[config.mk]
export PLATFORM = sky130hd
export DESIGN_NAME = terminal_line_editor
export DESIGN_NICKNAME = d
export VERILOG_FILES = /design/src/design/tle_pkg.sv /design/src/design/terminal_line_editor.sv /design/src/design/tle_cell.sv
export VERILOG_INCLUDE_DIRS = /design/src /design/src/design
export SDC_FILE = /design/constraint.sdc
export NUM_CORES = 2
export LEC_CHECK = 0
export BUFFER_PORTS_ARGS = -buffer_cell sky130_fd_sc_hd__buf_2
export CAP_MARGIN = 20
export CORE_MARGIN = 2
export CORE_UTILIZATION = 30
export DETAILED_ROUTE_END_ITERATION = 7
export SETUP_SLACK_MARGIN = 0.4
export SYNTH_ARGS = -nofsm -noshare
export SYNTH_HDL_FRONTEND = slang
export SYNTH_HIERARCHICAL = 1
export SYNTH_SLANG_ARGS = --single-unit
[constraint.sdc]
create_clock -name clk -period 59.7 [get_ports clk]
set_input_delay 5.97 -clock clk [delete_from_list [all_inputs] [get_ports clk]]
set_output_delay 5.97 -clock clk [all_outputs]
set_load 0.1 [all_outputs]
[src/design/assert_macros.svh]
// Assertion helpers for terminal_line_editor, the one design file that includes them.
// Each macro expects clk and rst_n in scope.
`ifndef ASSERT_MACROS_SVH
`define ASSERT_MACROS_SVH

// Check that a condition holds at every rising clock edge outside reset.
`define ASSERT_ALWAYS(lbl, expr, msg) \
  lbl: assert property (@(posedge clk) disable iff (!rst_n) (expr)) else $error(msg);

// Check that a condition implies another in the same cycle.
`define ASSERT_IMPLY(lbl, ante, cons, msg) \
  lbl: assert property (@(posedge clk) disable iff (!rst_n) (ante) |-> (cons)) else $error(msg);

`endif

[src/design/tle_pkg.sv]
package tle_pkg;

  localparam int LINE_DEPTH_DEF = 64;

  localparam logic [7:0] CH_TAB    = 8'h09;
  localparam logic [7:0] CH_LF     = 8'h0A;
  localparam logic [7:0] CH_CR     = 8'h0D;
  localparam logic [7:0] CH_ESC    = 8'h1B;
  localparam logic [7:0] CH_SPACE  = 8'h20;
  localparam logic [7:0] CH_TILDE  = 8'h7E;
  localparam logic [7:0] CH_DEL    = 8'h7F;
  localparam logic [7:0] CH_ZERO   = 8'h30;
  localparam logic [7:0] CH_NINE   = 8'h39;
  localparam logic [7:0] CH_SEMI   = 8'h3B;
  localparam logic [7:0] CH_LBRACK = 8'h5B;
  localparam logic [7:0] CH_CUR_L  = 8'h44;
  localparam logic [7:0] CH_CUR_R  = 8'h43;

  typedef enum logic [2:0] {
    ACT_INSERT = 3'd0,
    ACT_ERASE  = 3'd1,
    ACT_LEFT   = 3'd2,
    ACT_RIGHT  = 3'd3,
    ACT_TAB    = 3'd4,
    ACT_START  = 3'd5,
    ACT_BYTE   = 3'd6
  } act_t;

  typedef enum logic [2:0] {
    PH_IDLE  = 3'd0,
    PH_ESC   = 3'd1,
    PH_FIRST = 3'd2,
    PH_VAL   = 3'd3,
    PH_VAL2  = 3'd4
  } esc_phase_t;

  typedef enum logic {
    ST_RUN   = 1'b0,
    ST_FLUSH = 1'b1
  } ctrl_state_t;

  typedef enum logic [2:0] {
    CELL_HOLD = 3'd0,
    CELL_INS  = 3'd1,
    CELL_DEL  = 3'd2,
    CELL_SHL  = 3'd3,
    CELL_PUT  = 3'd4
  } cell_cmd_t;

  typedef struct packed {
    cell_cmd_t   cmd;
    logic [7:0]  data;
  } cell_ctl_t;

endpackage

[src/design/terminal_line_editor.sv]
// Terminal line editor: takes one received byte per in_ transaction and returns edit
// results on out_ (action, echoed char, count, last-of-run in tlast). The line is kept
// in a row of byte cells that all shift together, so a printable byte, DEL, TAB or a
// CSI cursor move gives at most one result. CR or any other byte that is not printable
// ASCII, DEL, ESC, TAB or LF (LF is ignored) emits the line: one line-start result, then
// one line-byte result per cycle while out_tready allows, as the row shifts toward cell 0;
// no new byte is taken during that shift-out. The line holds at most LINE_DEPTH - 1
// characters. After reset the line is empty and the escape parser is idle; no clearing
// pass is needed.
module terminal_line_editor #(
  parameter int LINE_DEPTH = tle_pkg::LINE_DEPTH_DEF
) (
  input  logic        clk,
  input  logic        rst_n,
  input  logic        in_tvalid,
  output logic        in_tready,
  input  logic [7:0]  in_tdata,   // [7:0] rx_byte
  output logic        out_tvalid,
  input  logic        out_tready,
  output logic [23:0] out_tdata,  // [2:0] action, [10:3] char_value, [16:11] move_count
  output logic        out_tlast   // last_of_run
);

  localparam int PW = $clog2(LINE_DEPTH);

  tle_pkg::ctrl_state_t state_r, state_nxt;
  tle_pkg::esc_phase_t  phase_r, phase_nxt;
  logic [7:0]           csi_r, csi_nxt;
  logic [PW-1:0]        cursor_r, cursor_nxt;
  logic [PW-1:0]        tail_r, tail_nxt;
  logic [PW-1:0]        rem_r, rem_nxt;
  logic                 out_valid_r, out_valid_nxt;
  tle_pkg::act_t        out_action_r, ld_action;
  logic [7:0]           out_char_r, ld_char;
  logic [5:0]           out_move_r, ld_move;
  logic                 out_last_r, ld_last;
  logic                 load;

  logic                 free;
  logic                 in_acc;
  logic [7:0]           b;
  logic [PW:0]          len_w;
  logic [PW-1:0]        len;
  logic [PW-1:0]        flush_len;
  logic                 room;
  logic                 is_digit;
  logic                 cmd_go;
  logic [7:0]           cmd_v;
  logic [11:0]          csi_acc;

  tle_pkg::cell_ctl_t   cell_ctl;
  logic [PW-1:0]        cell_pos;
  logic [7:0]           cell_q [LINE_DEPTH];

  assign free      = !out_valid_r || out_tready;
  assign in_tready = (state_r == tle_pkg::ST_RUN) && free;
  assign in_acc    = in_tvalid && in_tready;
  assign b         = in_tdata;
  assign len_w     = (PW+1)'(cursor_r) + (PW+1)'(tail_r);
  assign len       = len_w[PW-1:0];
  assign room      = len_w < (PW+1)'(LINE_DEPTH - 1);
  assign is_digit  = (b >= tle_pkg::CH_ZERO) && (b <= tle_pkg::CH_NINE);
  assign csi_acc   = {1'b0, csi_r, 3'b000} + {3'b000, csi_r, 1'b0}
                   + {4'b0000, b - tle_pkg::CH_ZERO};
  assign cmd_v     = (phase_r == tle_pkg::PH_FIRST) ? 8'd1 : csi_r;

  always_comb begin
    state_nxt     = state_r;
    phase_nxt     = phase_r;
    csi_nxt       = csi_r;
    cursor_nxt    = cursor_r;
    tail_nxt      = tail_r;
    rem_nxt       = rem_r;
    load          = 1'b0;
    ld_action     = tle_pkg::ACT_INSERT;
    ld_char       = 8'h00;
    ld_move       = 6'd0;
    ld_last       = 1'b1;
    cmd_go        = 1'b0;
    flush_len     = len;
    cell_ctl.cmd  = tle_pkg::CELL_HOLD;
    cell_ctl.data = b;
    cell_pos      = cursor_r;

    unique case (state_r)
      tle_pkg::ST_RUN: begin
        if (in_acc) begin
          unique case (phase_r) inside
            tle_pkg::PH_ESC: begin
              phase_nxt = (b == tle_pkg::CH_LBRACK) ? tle_pkg::PH_FIRST : tle_pkg::PH_IDLE;
            end
            tle_pkg::PH_FIRST: begin
              if (is_digit) begin
                csi_nxt   = b - tle_pkg::CH_ZERO;
                phase_nxt = tle_pkg::PH_VAL;
              end else begin
                csi_nxt = 8'd1;
                cmd_go  = 1'b1;
              end
            end
            tle_pkg::PH_VAL, tle_pkg::PH_VAL2: begin
              if (is_digit) begin
                // second value digits are dropped
                if (phase_r == tle_pkg::PH_VAL) begin
                  csi_nxt = (csi_acc > 12'd255) ? 8'd255 : csi_acc[7:0];
                end
              end else if (b == tle_pkg::CH_SEMI && phase_r == tle_pkg::PH_VAL) begin
                phase_nxt = tle_pkg::PH_VAL2;
              end else begin
                cmd_go = 1'b1;
              end
            end
            tle_pkg::PH_IDLE: begin
              if (b >= tle_pkg::CH_SPACE && b <= tle_pkg::CH_TILDE) begin
                if (room) begin
                  cell_ctl.cmd = tle_pkg::CELL_INS;
                  cursor_nxt   = cursor_r + 1'b1;
                  load         = 1'b1;
                  ld_action    = tle_pkg::ACT_INSERT;
                  ld_char      = b;
                  ld_move      = 6'(tail_r);
                end
              end else if (b == tle_pkg::CH_DEL) begin
                if (cursor_r != '0) begin
                  cell_ctl.cmd = tle_pkg::CELL_DEL;
                  cell_pos     = cursor_r - 1'b1;
                  cursor_nxt   = cursor_r - 1'b1;
                  load         = 1'b1;
                  ld_action    = tle_pkg::ACT_ERASE;
                  ld_move      = 6'(tail_r);
                end
              end else if (b == tle_pkg::CH_ESC) begin
                phase_nxt = tle_pkg::PH_ESC;
              end else if (b == tle_pkg::CH_TAB) begin
                load      = 1'b1;
                ld_action = tle_pkg::ACT_TAB;
                ld_char   = tle_pkg::CH_TAB;
              end else if (b != tle_pkg::CH_LF) begin
                // store the byte (not CR) over the cursor position if there is room, then emit the line
                if (b != tle_pkg::CH_CR && room) begin
                  cell_ctl.cmd = tle_pkg::CELL_PUT;
                  if (tail_r == '0) begin
                    flush_len = PW'(len_w + 1'b1);
                  end
                end
                load       = 1'b1;
                ld_action  = tle_pkg::ACT_START;
                ld_move    = 6'(flush_len);
                ld_last    = (flush_len == '0);
                rem_nxt    = flush_len;
                cursor_nxt = '0;
                tail_nxt   = '0;
                if (flush_len != '0) begin
                  state_nxt = tle_pkg::ST_FLUSH;
                end
              end
            end
            default: phase_nxt = tle_pkg::PH_IDLE;
          endcase

          if (cmd_go) begin
            phase_nxt = tle_pkg::PH_IDLE;
            if (cmd_v != 8'd0) begin
              if (b == tle_pkg::CH_CUR_L && 9'(cmd_v) <= 9'(cursor_r)) begin
                cursor_nxt = cursor_r - PW'(cmd_v);
                tail_nxt   = tail_r + PW'(cmd_v);
                load       = 1'b1;
                ld_action  = tle_pkg::ACT_LEFT;
                ld_move    = 6'(cmd_v);
              end else if (b == tle_pkg::CH_CUR_R && 9'(cmd_v) <= 9'(tail_r)) begin
                cursor_nxt = cursor_r + PW'(cmd_v);
                tail_nxt   = tail_r - PW'(cmd_v);
                load       = 1'b1;
                ld_action  = tle_pkg::ACT_RIGHT;
                ld_move    = 6'(cmd_v);
              end
            end
          end
        end
      end
      tle_pkg::ST_FLUSH: begin
        // advance the row one cell per delivered line byte
        if (free) begin
          load         = 1'b1;
          ld_action    = tle_pkg::ACT_BYTE;
          ld_char      = cell_q[0];
          ld_last      = (rem_r == PW'(1));
          cell_ctl.cmd = tle_pkg::CELL_SHL;
          rem_nxt      = rem_r - 1'b1;
          if (rem_r == PW'(1)) begin
            state_nxt = tle_pkg::ST_RUN;
          end
        end
      end
      default: state_nxt = tle_pkg::ST_RUN;
    endcase

    if (load) begin
      out_valid_nxt = 1'b1;
    end else if (out_tready) begin
      out_valid_nxt = 1'b0;
    end else begin
      out_valid_nxt = out_valid_r;
    end
  end

  always_ff @(posedge clk) begin
    if (!rst_n) begin
      state_r     <= tle_pkg::ST_RUN;
      phase_r     <= tle_pkg::PH_IDLE;
      csi_r       <= 8'd0;
      cursor_r    <= '0;
      tail_r      <= '0;
      rem_r       <= '0;
      out_valid_r <= 1'b0;
    end else begin
      state_r     <= state_nxt;
      phase_r     <= phase_nxt;
      csi_r       <= csi_nxt;
      cursor_r    <= cursor_nxt;
      tail_r      <= tail_nxt;
      rem_r       <= rem_nxt;
      out_valid_r <= out_valid_nxt;
    end
  end

  always_ff @(posedge clk) begin
    if (load) begin
      out_action_r <= ld_action;
      out_char_r   <= ld_char;
      out_move_r   <= ld_move;
      out_last_r   <= ld_last;
    end
  end

  for (genvar g = 0; g < LINE_DEPTH; g++) begin : g_cell
    logic [7:0] lq;
    logic [7:0] rq;
    if (g == 0) begin : g_head
      assign lq = 8'h00;
    end else begin : g_left
      assign lq = cell_q[g-1];
    end
    if (g == LINE_DEPTH - 1) begin : g_end
      assign rq = 8'h00;
    end else begin : g_right
      assign rq = cell_q[g+1];
    end
    tle_cell #(
      .PW  (PW),
      .IDX (g)
    ) u_cell (
      .clk     (clk),
      .ctl     (cell_ctl),
      .pos     (cell_pos),
      .len     (len),
      .left_q  (lq),
      .right_q (rq),
      .q       (cell_q[g])
    );
  end

  assign out_tvalid = out_valid_r;
  assign out_tdata  = {7'b0000000, out_move_r, out_char_r, out_action_r};
  assign out_tlast  = out_last_r;

`include "assert_macros.svh"

  `ASSERT_ALWAYS(a_len_bound, len_w <= (PW+1)'(LINE_DEPTH - 1), "line length past capacity")
  `ASSERT_IMPLY(a_flush_no_in, state_r == tle_pkg::ST_FLUSH, !in_tready, "byte taken in flush")
  `ASSERT_IMPLY(a_flush_clear, state_r == tle_pkg::ST_FLUSH, len_w == '0, "line kept in flush")
  `ASSERT_IMPLY(a_flush_rem, state_r == tle_pkg::ST_FLUSH, rem_r != '0, "flush with no bytes left")

endmodule

[src/design/tle_cell.sv]
module tle_cell #(
  parameter int PW  = 6,
  parameter int IDX = 0
) (
  input  logic                clk,
  input  tle_pkg::cell_ctl_t  ctl,
  input  logic [PW-1:0]       pos,
  input  logic [PW-1:0]       len,
  input  logic [7:0]          left_q,
  input  logic [7:0]          right_q,
  output logic [7:0]          q
);

  localparam logic [PW:0] ME = (PW+1)'(IDX);

  logic [7:0] q_r;
  logic [7:0] q_nxt;
  logic [PW:0] pos_w;
  logic [PW:0] len_w;

  assign pos_w = {1'b0, pos};
  assign len_w = {1'b0, len};
  assign q     = q_r;

  always_comb begin
    q_nxt = q_r;
    unique case (ctl.cmd)
      tle_pkg::CELL_INS: begin
        // open a gap at the cursor: cells right of it take their left neighbor
        if (ME == pos_w) begin
          q_nxt = ctl.data;
        end else if (ME > pos_w && ME <= len_w) begin
          q_nxt = left_q;
        end
      end
      tle_pkg::CELL_DEL: begin
        // close the gap: pos is the new cursor
        if (ME >= pos_w && (ME + 1'b1) < len_w) begin
          q_nxt = right_q;
        end
      end
      tle_pkg::CELL_SHL: q_nxt = right_q;
      tle_pkg::CELL_PUT: begin
        if (ME == pos_w) begin
          q_nxt = ctl.data;
        end
      end
      default: q_nxt = q_r;
    endcase
  end

  always_ff @(posedge clk) begin
    q_r <= q_nxt;
  end

endmodule

# After elaboration in Yosys (flattened, before gate mapping)
# Cells that the tools add are included.
[classes] order_cmp=264 muxes=471 n_reduce_logical=218 addsub=12 bitwise_logic=2 n_eq_ne=289
[op_table] op="8-bit two-way mux" n=266
[op_table] op="8-bit case mux with 4 select lines" n=64
[op_table] op="6-bit two-way mux" n=57
[op_table] op="2-bit by 1-bit != test with 1-bit output, second input constant" n=131
[op_table] op="4-bit AND reduction" n=64
[op_table] op="3-bit by 1-bit != test with 1-bit output, second input constant" n=65
[op_table] op="6-bit == test, first input constant" n=32
[op_table] op="6-bit >= comparator, first input constant" n=32
[op_table] op="6-bit > comparator, first input constant" n=32
[op_table] op="6-bit <= comparator, first input constant" n=32
[op_table] op="6-bit less-than comparator, first input constant" n=32
[op_table] op="1-bit logical AND" n=136
[op_table] op="5-bit by 6-bit == test with 1-bit output, first input constant" n=16
[op_table] op="5-bit by 6-bit >= comparator with 1-bit output, first input constant" n=16
[op_table] op="5-bit by 6-bit > comparator with 1-bit output, first input constant" n=16
[op_table] op="5-bit by 6-bit <= comparator with 1-bit output, first input constant" n=16
[op_table] op="5-bit by 6-bit less-than comparator with 1-bit output, first input constant" n=16
[op_table] op="3-bit two-way mux" n=27
[op_table] op="4-bit by 6-bit == test with 1-bit output, first input constant" n=8
[op_table] op="4-bit by 6-bit >= comparator with 1-bit output, first input constant" n=8
[op_table] op="4-bit by 6-bit > comparator with 1-bit output, first input constant" n=8
[op_table] op="4-bit by 6-bit <= comparator with 1-bit output, first input constant" n=8
[op_table] op="4-bit by 6-bit less-than comparator with 1-bit output, first input constant" n=8
[op_table] op="1-bit two-way mux" n=41
[op_table] op="63 further kinds" n=125
[totals] inputBits=12 out_inout_bits=27 elab_cells=1331 regBits=561

# Longest topological paths before layout
[depth] ltp_word=22 ltp_mapped=16 depth_no_buf=14

# Least setup slack after synthesis
# No wires, ideal clock.
[synth_timing] path_kind="input -> register" start="input port out_tready" end="register g_cell[24].u_cell.q_r[0], enable pin" setup_ns=1.811 t_required_ns=57.889 cell_stages=7 path_slack_ns=17.514 n_path_buf=0 arrival_time_ns=40.375 path_cell_list="nor2b_1 nor2_1 nand2_1 nor2_1 nand3_1 nor4_1 o21ai_0"
[synth_rtl] item="start, declared" line_no="terminal_line_editor.sv:19" rtl="input logic out_tready,"
[synth_rtl] item="end signal, assigned" line_no="tle_cell.sv:53" rtl="q_r <= q_nxt;"
[synth_rtl] item="end, declared" line_no="tle_cell.sv:16" rtl="logic [7:0] q_r;"

# Worst setup path in the final report
[layout_timing] start="input port out_tready" end="output port in_tready"
[layout_between] elab_chain_len=2
[layout_rtl] item="1-bit logical OR" line_no="terminal_line_editor.sv:55" rtl="assign free = !out_valid_r || out_tready;"
[layout_rtl] item="1-bit logical AND" line_no="terminal_line_editor.sv:56" rtl="assign in_tready = (state_r == tle_pkg::ST_RUN) && free;"
[layout_rtl] item="end, declared" line_no="terminal_line_editor.sv:16" rtl="output logic in_tready,"
# No other way between the ends.

==> insert_results.sql <==
INSERT INTO impl_metrics (metric_group, metric, value, unit) VALUES
('pwr', 'p_sw', '435', 'uW'),
('clock_network', 'clock_latency_late_sink', '660', 'ps'),
('synthesis', 'seq_area_frac_synth', '42.0', '%'),
('setup_path', 'r2r_start', 'cursor_r[0]', ''),
('pwr', 'sw_frac_of_total', '32.9', '%'),
('timing', 'timing.final.crit_share', '21.7', '%'),
('grt', 'antenna_found_initial', '2', ''),
('setup_path', 'path_max_fanout', '4', ''),
('setup_path', 'reg2reg_depth', '13', ''),
('layout', 'post_route_cells_drive_above_1_share', '17.9', '%'),
('timing', 'timing.final.ws_setup', '46730', 'ps'),
('floorplan', 'floorplan.initialDensity', '30.3', '%'),
('synthesis', 'synth-async-reset-ratio', '0', '%'),
('pwr', 'seqPwrFrac', '40.4', '%'),
('synthesis', 'post_synth.cell_area_avg', '11.3', 'sq um'),
('floorplan', 'dieArea', '134000', 'sq um'),
('layout', 'filler_cell_count', '13000', ''),
('synthesis', 'synth_edf_count', '530', ''),
('status', 'status', 'completed', ''),
('min_path', 'worst_hold_startpoint', 'rem_r[5]', ''),
('min_path', 'worstHoldPathType', 'register to register', ''),
('routing', 'detail_route.first_pass.iterations', '6', ''),
('synthesis', 'post_synth_instance_area', '39300', 'sq um'),
('clock_network', 'clkTransAtPathRegs', '50', 'ps'),
('clock_network', 'max_clock_buf_depth', '3', ''),
('placed_design', 'place_hpwl', '75.3', 'mm'),
('layout', 'area.sequential', '16500', 'sq um'),
('placed_design', 'finalWeightedCongestion', '0.860', ''),
('grt', 'first_global_vias', '30300', ''),
('timing', 'period_needed', '12970', 'ps'),
('setup_path', 'worstSetupStartpoint', 'out_tready', ''),
('synthesis', 'yosys.area.top_type', 'edfxtp_1', ''),
('clock_network', 'cts_max_level', '3', ''),
('floorplan', 'core', '130000', 'sq um'),
('floorplan', 'ioPinCount', '39', ''),
('synthesis', 'synth.top_cell.area_share', '40.4', '%'),
('clock_network', 'cts_inserted_buffers', '67', ''),
('timing', 'worst-slew-pin-transition', '1080', 'ps'),
('setup_path', 'critPathArrivalTime', '7000', 'ps'),
('timing', 'fin_worst_hold_slack', '505', 'ps'),
('setup_path', 'crit_type', 'primary input to primary output', ''),
('clock_network', 'post_cts_buffers', '0', ''),
('layout', 'multiInputGateArea', '22000', 'sq um'),
('timing', 'drv_slew', '0', ''),
('pwr', 'share_comb_of_total_power', '28.0', '%'),
('placed_design', 'placed_cells', '5240', ''),
('routing', 'drc', '0', ''),
('grt', 'gr_overflow_total', '0', ''),
('routing', 'drtIter0Drc', '3179', ''),
('floorplan', 'die-height', '366', 'microns'),
('synthesis', 'yosys_warnings', '6', ''),
('synthesis', 'synth.area.top_cells', 'edfxtp_1 40%, a221o_1 12%, and2_1 5.5%', ''),
('synthesis', 'synth_commonest_cells', '530 x edfxtp_1, 476 x a221o_1, 347 x and2_1', ''),
('pwr', 'total_leakage_power', '0.0152', 'uW'),
('routing', 'routed_wl', '116', 'mm'),
('floorplan', 'fp-row-count', '132', ''),
('synthesis', 'synthesized_flop_and_latch_total', '561', ''),
('clock_network', 'tritoncts', 'done', ''),
('clock_network', 'cts_root_buf', 'clkbuf_16', ''),
('timing', 'setup_tns', '0', 'ps'),
('setup_path', 'reg2reg_setup_slack', '52910', 'ps'),
('layout', 'flow.area_growth_from_synthesis', '11.8', '%'),
('min_path', 'holdPathStages', '2', ''),
('timing', 'finClkSkew', '27.8', 'ps'),
('placed_design', 'dp_slack', '46680', 'ps'),
('layout', 'utilization', '33.9', '%'),
('layout', 'layout.cells.non_filler', '5367', ''),
('routing', 'average_wire_length_per_cell_after_detail_routing', '21.7', 'microns'),
('synthesis', 'synth_cells', '3476', ''),
('pwr', 'clock_power_share', '31.6', '%'),
('synthesis', 'synthMostInstantiatedCell', 'edfxtp_1', '');
cell families after synthesis:
logic type	count (synthesis)	synth area share, %
adders and majority gates	74	2.55
muxes	9	0.232
other	1	0.00953
AOI/OAI and AO/OA	1252	28.3
buffers and inverters	220	2.72
DFF	561	42.0
and+or+nand+nor	1338	23.7
xor gates and xnor gates	21	0.487
flip-flops by register name, summed over array words and instances, names as in the netlist, 3 cells and up:
signal	flops
rem_r	6
g_cell.u_cell/q	512
out_char_r	8
out_move_r	6
phase_r	3
out_action_r	3
csi_r	8
cursor_r	6
tail_r	6
routing by layer:
metal / up-vias / global-route usage (%) / share of wire, %
met5: - / 0 / 0
met4: 0 / 5.32 / 2.2
met3: 144 / 1.59 / 4.8
met2: 960 / 26.5 / 46
met1: 15800 / 23.6 / 47
li1: 14500 / - / -
how the worst max path moves through the flow:
stage	cells past startpoint	endpoint	slack (ps)
after floorplan	7	g_cell[24].u_cell/q[0]	17510
after global placement	4	in_tready	46690
after detailed placement	4	in_tready	46680
after CTS	4	in_tready	46670
after global routing	4	in_tready	46660
final	4	in_tready	46730
through the flow:
step | area (sq um) | power (uW)
floorplan | 39400 | 839
detailed placement | 41800 | 906
global route | 44000 | 1380
CTS | 44000 | 1330
finish | 44000 | 1320
global placement | 41800 | 900
power by group through the flow:
stage | clock (uW) | combinational [uW] | sequential, uW
2_1_floorplan | 0 | 299 | 540
3_3_place_gp | 0 | 357 | 543
3_5_place_dp | 0 | 364 | 542
4_1_cts | 426 | 365 | 535
5_1_grt | 441 | 401 | 539
6_report | 418 | 370 | 535
final cells by class:
cell class                      count  area share (%)
Inverter                          139            1.19
Clock inverter                     40           0.939
Sequential cell                   561            37.6
Timing Repair Buffer               85            1.38
Clock buffer                       81            4.03
Tap cell                         1742            4.95
Antenna cell                        2          0.0114
Multi-Input combinational cell   2717            49.9
critical path: stages:
cell and delay [ps]:
buf_2 90, nor2b_1 60, nor2_1 350, buf_2 520
layout by cell type (no fill, tap or decap), types with 23 or more instances in the layout:
cell type / Yosys / routed
ha_1: 61 / 60
o21ai_0: 109 / 105
a221o_1: 476 / 476
o211ai_1: 29 / 29
dfxtp_1: 31 / 31
nand2b_1: 52 / 52
and2_2: 94 / 94
buf_4: 14 / 54
and2_1: 347 / 347
clkbuf_16: 0 / 69
o21a_1: 30 / 30
a211oi_1: 24 / 24
inv_1: 130 / 130
nor3_2: 40 / 40
nor2_1: 133 / 133
buf_2: 14 / 27
nand2_1: 105 / 104
a21o_1: 23 / 23
a22oi_1: 50 / 50
nand3_1: 65 / 65
nand4_1: 27 / 27
edfxtp_1: 530 / 530
o21ai_1: 28 / 28
nor2b_1: 75 / 75
a21oi_1: 124 / 124
conb_1: 1 / 23
nor3_1: 48 / 48
a31oi_1: 35 / 35
(Power assumes the default switching activity.)
